`config.mk`:
```
export PLATFORM = sky130hd
export DESIGN_NAME = ffaa_ram
export DESIGN_NICKNAME = d
export VERILOG_FILES = /design/src/rtl/core/ffaa_ram.sv
export SDC_FILE = /design/constraint.sdc
export NUM_CORES = 1
export LEC_CHECK = 0
export BUFFER_PORTS_ARGS = -buffer_cell sky130_fd_sc_hd__buf_2
export CELL_PAD_IN_SITES_DETAIL_PLACEMENT = 1
export CELL_PAD_IN_SITES_GLOBAL_PLACEMENT = 2
export CORE_ASPECT_RATIO = 1.25
export CORE_MARGIN = 1.5
export CORE_UTILIZATION = 50
export CTS_CLUSTER_SIZE = 25
export DETAILED_ROUTE_END_ITERATION = 10
export PLACE_DENSITY = 0.79
export SYNTH_ARGS = -nofsm -noshare
export SYNTH_HDL_FRONTEND = slang
export SYNTH_SLANG_ARGS = --single-unit
```
`constraint.sdc`:
```
create_clock -name clk -period 3.1 [get_ports clk]
set_input_delay 0.775 -clock clk [delete_from_list [all_inputs] [get_ports clk]]
set_output_delay 0.775 -clock clk [all_outputs]
set_load 0.01 [all_outputs]
```
`src/rtl/core/ffaa_ram.sv`:
```
`timescale 1ns / 1ps
// ----------------------------------------------------------------------------
// ffaa_ram: generic simple dual-port RAM
// One write port, one read port with registered read data.
// ----------------------------------------------------------------------------
module ffaa_ram #(
	parameter int WIDTH = 8,
	parameter int DEPTH = 16
) (
	input  logic                     clk,
	input  logic                     we,
	input  logic [$clog2(DEPTH)-1:0] waddr,
	input  logic [WIDTH-1:0]         wdata,
	input  logic [$clog2(DEPTH)-1:0] raddr,
	output logic [WIDTH-1:0]         rdata
);

	logic [WIDTH-1:0] mem [DEPTH];

	// write port
	always_ff @(posedge clk) begin
		if (we) begin
			mem[waddr] <= wdata;
		end
	end

	// registered read port
	always_ff @(posedge clk) begin
		rdata <= mem[raddr];
	end

endmodule

```
==> metrics, run 1 <==
DRC violations left 0; result of the run complete, no violations; cell at the root of the clock tree clkbuf_16; Cells on Worst Hold Path 3; Tightest Hold Check Type reg2reg; mean number of vias per cell 5.81; post-detailed-placement half-perimeter wirelength 6710 um; Overflow after GRT 0; number of distinct library cells after synthesis 19; slew at the pin with the worst max-slew slack 0.763 ns; share of total power consumed by net switching 19.5%; combinational fraction of design power 4.5%; most numerous cell in the Yosys netlist edfxtp_1; count of flip-flops with a built-in enable after synthesis 128; number of global-route vias before repair 2645; area of the mapped netlist 0.00515 mm2; power share of the sequential group 47.3%; Yosys warning count 0; Final Hold Fails 0; synth-to-layout area growth 19.3%; mean area per synthesized cell 22.5 um2; worst hold path endpoint rdata[0]; worst flop-to-flop path startpoint mem[8][1]; fillers 885; Fmax 494 MHz; library cell occupying the most area in the post-synthesis netlist edfxtp_1; startpoint of the lowest-slack hold path mem[7][0]; final clock period utilization by the worst path 65.3%; sum of internal, switching and leakage power 0.00437 W; Worst Setup End Kind flop; DR WL met2 5950 um; clock sink total 136; Rel. slew slack 49.0%; Max IR drop VDD 0.000445 V; post-route core utilization 61.1%; Core Region 0.0101 mm2; clock tree from TritonCTS done; Top FF cell, synth edfxtp_1; slack of the worst reg-to-reg path 1.71 ns; Die Span X 93.8 um; antenna violation net count after detailed routing 0; Clock power frac 48.2%; highest signal layer in the routed design met4; total of endpoints with negative setup slack in the final report 0; number of nets in the finished design 301; Power Dens Cells 712 mW/mm2; Vert. Die Dim 116 um; count of non-filler cells in the finished layout 425; wire length of the first global-routing pass 16000 um; Worst R2R End rdata[1]; post-placement cell count 393; share of final-layout standard cells stronger than drive strength 1 32.1%; clock buffer depth 2; Final Routed Wirelength 10900 um; leakage power figure 2.11 nW; Total Negative Setup Slacks 0 ns; hold_ws 0.679 ns; average wire length per cell after detail routing 25.7 um; setup repair after global routing missed its margin false; async set or reset register ratio after synthesis 0%; Critical Path RT 3.40 ns; category of the critical setup timing path in2reg; count of boundary I/O pins 26; postcts setup bufs 0; Core Rows 41; met3 routed wirelength 521 um; register area share after synthesis 77.8%; maximum clock skew at final layout 0.00496 ns; synth cell count leaders edfxtp_1 (128), mux4_2 (18), a22oi_1 (16); antenna violations before repair 0; routability cong. 0.708; M1 WL 4320 um; top post-synthesis cells by area edfxtp_1 (75%), mux4_2 (7.9%), mux4_1 (7.1%), dfxtp_1 (3.1%), a22oi_1 (2.3%); DR vias 2469; Die Outline Area 0.0109 mm2; Post-Synthesis Net Count 247; clock latency on the worst-skew pair 0.42 ns; kind of start point of the critical path input port; clock period minus worst slack 2.02 ns; Antenna Cells 0; number of I/O port buffers 25; clock buffer count from CTS 17; r2r worst-path depth 3; Initial Utilization 51.2%; GRT Overall Usage 22.2%; power dissipated by switching net loads 0.000854 W; maxcap violations 0; Post-Synthesis Cells 229; Internal 0.00352 W; arrival time reported for the critical path endpoint 2.32 ns; level count of the clock H-tree 4; Critical Path Fanout Max 12; flop and latch count out of synthesis 136; cts-stage hold buffer count 0; clock-pin slew reported for the worst setup and hold paths after clock tree synthesis 0.06 ns; number of search-and-repair iterations in the first detailed-routing pass 4; pin count of the biggest net entering global routing 23; Starting DRT DRC Count 166; top cell type's share of synthesized area 74.7%; number of max-slew violations in the final report 0; post_cts resized 0
[worst max-delay path: stages]
cell and delay [ns]:
buf_2 0.36, buf_4 0.28, mux4_1 0.56, a22oi_1 0.26
nand2_1 0.08
[power groups by stage]
stage          combinational, W  sequential [W]  clock [W]
2_1_floorplan          0.000104         0.00211          0
3_3_place_gp           0.000189         0.00211          0
3_5_place_dp           0.000196         0.00211          0
4_1_cts                0.000199         0.00207    0.00214
5_1_grt                0.000210         0.00207    0.00221
6_report               0.000195         0.00207    0.00211
[how the worst max path moves through the flow]
| stage | start | end | slack, ns | depth (start not counted) |
|---|---|---|---|---|
| 6_report | raddr[0] | rdata[3] | 1.08 | 5 |
| 5_1_grt | raddr[0] | rdata[3] | 0.97 | 5 |
| 4_1_cts | raddr[0] | rdata[3] | 1.04 | 5 |
| 3_5_place_dp | raddr[0] | rdata[3] | 0.61 | 5 |
| 3_3_place_gp | raddr[0] | rdata[5] | 0.65 | 5 |
| 2_1_floorplan | waddr[2] | mem[0][0] | 0.83 | 2 |
[sequential cells by signal, indices dropped and copies added (netlist names)]
name,cells
mem,128
rdata,8
[per-layer routing]
layer | track usage [%] | vias up
met3 | 5.86 | 12
li1 | - | 1083
met2 | 37.7 | 76
met4 | 8.86 | 0
met5 | 0 | -
met1 | 27.3 | 1298
[metrics by stage]
stage,worst slack (ns),instance area [um2]
after floorplan,0.832,5150
after global placement,0.650,5510
after detailed placement,0.607,5510
after CTS,1.04,6140
after global routing,0.967,6140
final,1.08,6140
[placed cells by master, fill, tap and decap left out]
master	n
a22oi_1	16
and2_1	1
and2b_1	1
buf_12	1
buf_2	25
buf_4	19
bufinv_16	4
clkbuf_16	17
clkbuf_8	2
clkinv_1	1
clkinv_2	4
clkinv_4	2
clkinvlp_4	2
dfxtp_1	8
edfxtp_1	128
mux4_1	14
mux4_2	18
nand2_1	9
nand2b_1	2
nand3_1	1
nand3b_1	2
nor2_1	13
nor2b_1	1
nor3_1	4
or3b_2	1
[cell type report]
cell class                      instances  area (um2)  share of cell area (%)
Multi-Input combinational cell         83        1060                    17.2
Clock buffer                           19         453                    7.38
Timing Repair Buffer                   45         288                    4.69
Sequential cell                       136        4000                    65.2
Clock inverter                         13         176                    2.87
Tap cell                              129         161                    2.63
[kinds of logic (layout without fill, tap and decap cells)]
| kind of cell | Yosys count | count (layout) | synth area share [%] |
|---|---|---|---|
| muxes | 32 | 32 | 15.0 |
| DFF | 136 | 136 | 77.8 |
| and+or+nand+nor | 35 | 35 | 3.18 |
| AOI/OAI and AO/OA | 16 | 16 | 2.33 |
| buffers and inverters | 10 | 77 | 1.68 |
No activity file was read; power rests on OpenSTA's default activity.
==> run 2, diff against run 1 <==
- CORE_UTILIZATION: 50 -> 48
- PLACE_DENSITY: 0.79 -> 0.76
- clock period: 3.1 -> 1.95 ns (I/O delays scaled with it)
==> metrics, run 2 (synthesis results as in run 1) <==
number of search-and-repair iterations in the first detailed-routing pass 4 (unchanged); antenna violation net count after detailed routing 0 (unchanged); Critical Path RT 2.24 ns (-1.16 ns); Rel. slew slack 73.0% (+24 points); Fmax 649 MHz; DR vias 2497 (+1.1%); clock period minus worst slack 1.54 ns; Die Span X 95.6 um (+2.0%); post-detailed-placement half-perimeter wirelength 6900 um (+2.8%); most frequent standard cell in the layout excluding fill and tap cells edfxtp_1; Clock power frac 50.5% (+2.3 points); number of I/O port buffers 25 (unchanged); critical path's slowest cell mux4_1; Worst path max stage delay 0.63 ns (+0.07 ns); total of endpoints with negative setup slack in the final report 0 (unchanged); launching element of the worst setup path raddr[0]; Core Rows 42 (+2.4%); share of final-layout standard cells stronger than drive strength 1 32.7% (+0.57 points); largest register by flop count mem; GRT Overall Usage 21.6% (-0.57 points); setup repair after global routing missed its margin false; fillers 905 (+2.3%); routability cong. 0.688 (-2.9%); postcts setup bufs 0 (unchanged); Overflow after GRT 0 (unchanged); kind of start point of the critical path input port; Final Routed Wirelength 10900 um (-0.38%); sum of internal, switching and leakage power 0.00729 W (+67%); Worst Setup End Kind flop; slew at the pin with the worst max-slew slack 0.405 ns (-0.359 ns); area of combinational cells with multiple inputs 0.00106 mm2 (+0.47%); clock buffer depth 2 (unchanged); Final Hold Fails 0 (unchanged); Vert. Die Dim 119 um (+2.0%); post_cts resized 0 (unchanged); DRC violations left 0 (unchanged); startpoint of the lowest-slack hold path wdata[3]; commonest non-fill, non-tap cells in the layout edfxtp_1 (128), buf_2 (25), buf_4 (19), mux4_2 (18), clkbuf_16 (17); Antenna Cells 0 (unchanged); average wire length per cell after detail routing 25.4 um (-1.3%); Layout Cell Area excl Fill 0.00622 mm2 (+1.3%); cell at the root of the clock tree clkbuf_16; count of boundary I/O pins 26 (unchanged); number of global-route vias before repair 2789 (+5.4%); Internal 0.00591 W (+68%); combinational fraction of design power 4.3% (-0.2 points); flip-flop and latch area 0.00400 mm2 (unchanged); antenna violations before repair 0 (unchanged); power share of the sequential group 45.2% (-2.1 points); Regs by FF count mem x128, rdata x8; wire length of the first global-routing pass 16800 um (+4.9%); cts-stage hold buffer count 0 (unchanged); arrival time reported for the critical path endpoint 1.83 ns (-0.49 ns); Total Negative Setup Slacks 0 ns (unchanged); Die Outline Area 0.0114 mm2 (+4.0%); Power Dens Cells 1170 mW/mm2 (+64%); leakage power figure 2.15 nW (+1.8%); Max IR drop VDD 0.000639 V (+44%); share of total power consumed by net switching 18.8% (-0.70 points); Tightest Hold Check Type in2reg; Critical Path Fanout Max 25 (+13); mean number of vias per cell 5.82 (+0.19%); pin count of the biggest net entering global routing 33 (+43%); worst-path cell chain buf_2, buf_12, mux4_1, a22oi_1, nand2_1; post-route core utilization 59.2% (-1.9 points); flip-flop count of the largest register after layout 128 (unchanged); number of max-slew violations in the final report 0 (unchanged); Core Region 0.0105 mm2 (+4.5%); clock-pin slew reported for the worst setup and hold paths after clock tree synthesis 0.06 ns (about the same); clock latency on the worst-skew pair 0.41 ns (about the same); clock buffer count from CTS 17 (unchanged); cell area reported after detailed placement 0.00554 mm2 (+0.52%); category of the critical setup timing path in2reg; clock sink total 136 (unchanged); level count of the clock H-tree 4 (unchanged); maxcap violations 0 (unchanged); clock tree from TritonCTS done; result of the run complete, no violations; synth-to-layout area growth 20.8%; Initial Utilization 49.0% (-2.2 points); maximum clock skew at final layout 0.00756 ns (+0.00260 ns); Starting DRT DRC Count 211 (+27%); power dissipated by switching net loads 0.00137 W (+61%); final clock period utilization by the worst path 79.0%; worst flop-to-flop path startpoint mem[1][0]; number of nets in the finished design 302 (+0.33%)
[run 2: cell type report]
cell class	count	share of cell area, %
clock buffers	17	6.84
well taps	132	2.66
repair buffers	46	4.95
flip-flops and latches	136	64.4
clock inverters	15	4.10
multi-input cells	83	17.1
[run 2: critical path: cells and delay by family]
kind	cells	cell delay [ns]
AO/OA/AOI/OAI	1	0.25
buffers and inverters	2	0.33
multiplexers	1	0.63
AND/OR/NAND/NOR	1	0.10
[run 2: power groups by stage]
stage          clock network [W]  registers [W]  logic, W
6_report                 0.00368        0.00329  0.000316
5_1_grt                  0.00382        0.00330  0.000344
4_1_cts                  0.00372        0.00329  0.000322
3_5_place_dp                   0        0.00335  0.000317
3_3_place_gp                   0        0.00334  0.000308
2_1_floorplan                  0        0.00335  0.000166
[run 2: path summary, 6_finish.rpt]
path | cells past startpoint | to | slack, ns
hold / removal | 1 | mem[15][3] | 0.46
setup reg to reg | 3 | rdata[0] | 0.54
setup / recovery | 5 | rdata[0] | 0.41
hold reg to reg | 3 | rdata[2] | 0.67
[run 2: metrics by stage]
step | instances | hold slack, ns | setup slack, ns
detailed placement | 397 | 0.664 | 0.0439
global placement | 397 | 0.651 | 0.0535
global route | 429 | 0.472 | 0.373
CTS | 429 | 0.450 | 0.425
finish | 429 | 0.461 | 0.410
floorplan | 229 | 0.586 | 0.196
[run 2: per-layer routing]
layer	routed length, um	up-vias	GRT usage [%]
li1	-	1081	-
met1	4680	1331	29.2
met2	5540	68	33.7
met3	424	17	4.83
met4	241	0	8.92
met5	0	-	0
==> run 3, diff against run 2 <==
- CORE_UTILIZATION: 48 -> 43
- PLACE_DENSITY: 0.76 -> 0.72
- clock period: 1.95 -> 1.24 ns (I/O delays scaled with it)
==> metrics, run 3 (synthesis results as in run 1) <==
DR vias 2473 (-0.96%); slack of the worst reg-to-reg path -0.03 ns (-0.57 ns); Tightest Hold Check Type in2reg; share of final-layout standard cells stronger than drive strength 1 49.5% (+17 points); Overflow after GRT 0 (unchanged); Final Routed Wirelength 10700 um (-1.5%); leakage power figure 2.20 nW (+2.6%); cts-stage hold buffer count 0 (unchanged); Internal 0.00860 W (+45%); clock period minus worst slack 1.27 ns; kind of start point of the critical path flop; synth-to-layout area growth 27.0%; Clock power frac 46.5% (-4.0 points); category of the critical setup timing path reg2reg; clock-pin slew reported for the worst setup and hold paths after clock tree synthesis 0.06 ns (about the same); Rel. slew slack 36.0% (-37 points); arrival time reported for the critical path endpoint 1.57 ns (-0.26 ns); Critical Path Fanout Max 1 (-96%); result of the run complete, but fails checks; Die Outline Area 0.0126 mm2 (+11%); Starting DRT DRC Count 183 (-13%); power share of the sequential group 47.8% (+2.6 points); setup repair after global routing missed its margin true; Core Region 0.0117 mm2 (+11%); share of total power consumed by net switching 20.8% (+1.9 points); Fmax 786 MHz; clock tree from TritonCTS done; maxcap violations 0 (unchanged); largest register by flop count mem; number of max-slew violations in the final report 0 (unchanged); number of I/O port buffers 25 (unchanged); mean number of vias per cell 5.15 (-11%); slew at the pin with the worst max-slew slack 0.959 ns (+0.554 ns); combinational fraction of design power 5.7% (+1.4 points); maximum clock skew at final layout 0.0104 ns (+0.00280 ns); power dissipated by switching net loads 0.00225 W (+64%); flip-flop count of the largest register after layout 128 (unchanged); Worst Setup End Kind flop; level count of the clock H-tree 4 (unchanged); number of global-route vias before repair 2804 (+0.54%); average wire length per cell after detail routing 22.3 um (-12%); DRC violations left 0 (unchanged); commonest non-fill, non-tap cells in the layout edfxtp_1 (128), mux4_2 (32), buf_4 (31), buf_2 (24), clkbuf_16 (17); Regs by FF count mem x128, rdata x8; failing checks setup timing; clock buffer depth 2 (unchanged); total of endpoints with negative setup slack in the final report 6 (+6); final clock period utilization by the worst path 103%; Final Hold Fails 0 (unchanged); post-placement cell count 448 (+13%); number of search-and-repair iterations in the first detailed-routing pass 4 (unchanged); number of nets in the finished design 324 (+7.3%); antenna violations before repair 0 (unchanged); clock sink total 136 (unchanged); clock latency on the worst-skew pair 0.42 ns (about the same); Power Dens Cells 1660 mW/mm2 (+42%); clock buffer count from CTS 17 (unchanged); pre-CTS setup slack -0.454 ns (-0.498 ns); post-detailed-placement half-perimeter wirelength 7490 um (+8.5%); Antenna Cells 0 (unchanged); pin count of the biggest net entering global routing 17 (-48%); Core Rows 44 (+4.8%); count of non-filler cells in the finished layout 480 (+12%); Max IR drop VDD 0.000878 V (+38%); Critical Path RT 1.53 ns (-0.71 ns); wire length of the first global-routing pass 16800 um (+0.17%); Die Span X 101 um (+5.5%); most frequent standard cell in the layout excluding fill and tap cells edfxtp_1; Initial Utilization 44.1% (-4.9 points); Vert. Die Dim 125 um (+5.5%); count of boundary I/O pins 26 (unchanged); post-route core utilization 56.0% (-3.2 points); GRT Overall Usage 19.3% (-2.3 points); routability cong. 0.750 (+9.1%); slack of the critical path -0.0321 ns (-0.442 ns); antenna violation net count after detailed routing 0 (unchanged); cell at the root of the clock tree clkbuf_16
run 3: cell type report:
class	count	area, um2
Clock buffer	17	425
Sequential cell	136	4010
Tap cell	161	201
Timing Repair Buffer	68	604
Multi-Input combinational cell	83	1120
Clock inverter	15	175
Fill cell	1062	5130
run 3: worst max-delay path, cell delays in order (launching register included):
cell and delay, ns:
edfxtp_1 0.37, mux4_2 0.48, a22oi_1 0.22, nand2_1 0.08
run 3: power groups by stage:
stage	clock network (W)	logic, W	registers [W]
floorplan	0	0.000296	0.00527
finish	0.00505	0.000616	0.00518
global placement	0	0.000578	0.00527
CTS	0.00515	0.000623	0.00519
detailed placement	0	0.000597	0.00528
global route	0.00530	0.000668	0.00519
run 3: through the flow:
stage          hold WS (ns)  instance area, um2  setup TNS [ns]  power [W]
5_1_grt               0.277                6540          -0.487     0.0112
4_1_cts               0.252                6530          -0.136     0.0110
3_3_place_gp          0.665                5880          -25.30    0.00585
6_report              0.266                6540          -0.120     0.0108
2_1_floorplan         0.409                5200           -6.58    0.00557
3_5_place_dp          0.678                5880          -27.86    0.00587
run 3: worst paths after layout:
kind	to	cells after the start	startpoint
setup / recovery	rdata[4]	3	mem[11][4]
hold / removal	mem[5][6]	1	wdata[6]
setup reg to reg	rdata[4]	3	mem[11][4]
hold reg to reg	rdata[2]	3	mem[4][2]
run 3: timing repair:
| action | in CTS | in global routing |
|---|---|---|
| buffers inserted | 0 | 0 |
| pin swaps | 1 | 5 |
| gates cloned | 0 | 0 |
| resized for setup | 13 | 3 |
| endpoints found under the setup margin | 11 | 9 |
run 3: metal layers:
metal | global-route usage [%] | wire [um] | vias to the layer above
li1 | - | - | 1115
met1 | 24.3 | 4610 | 1298
met2 | 31.6 | 5690 | 51
met3 | 5.31 | 327 | 9
met4 | 7.87 | 104 | 0
met5 | 0 | 0 | -
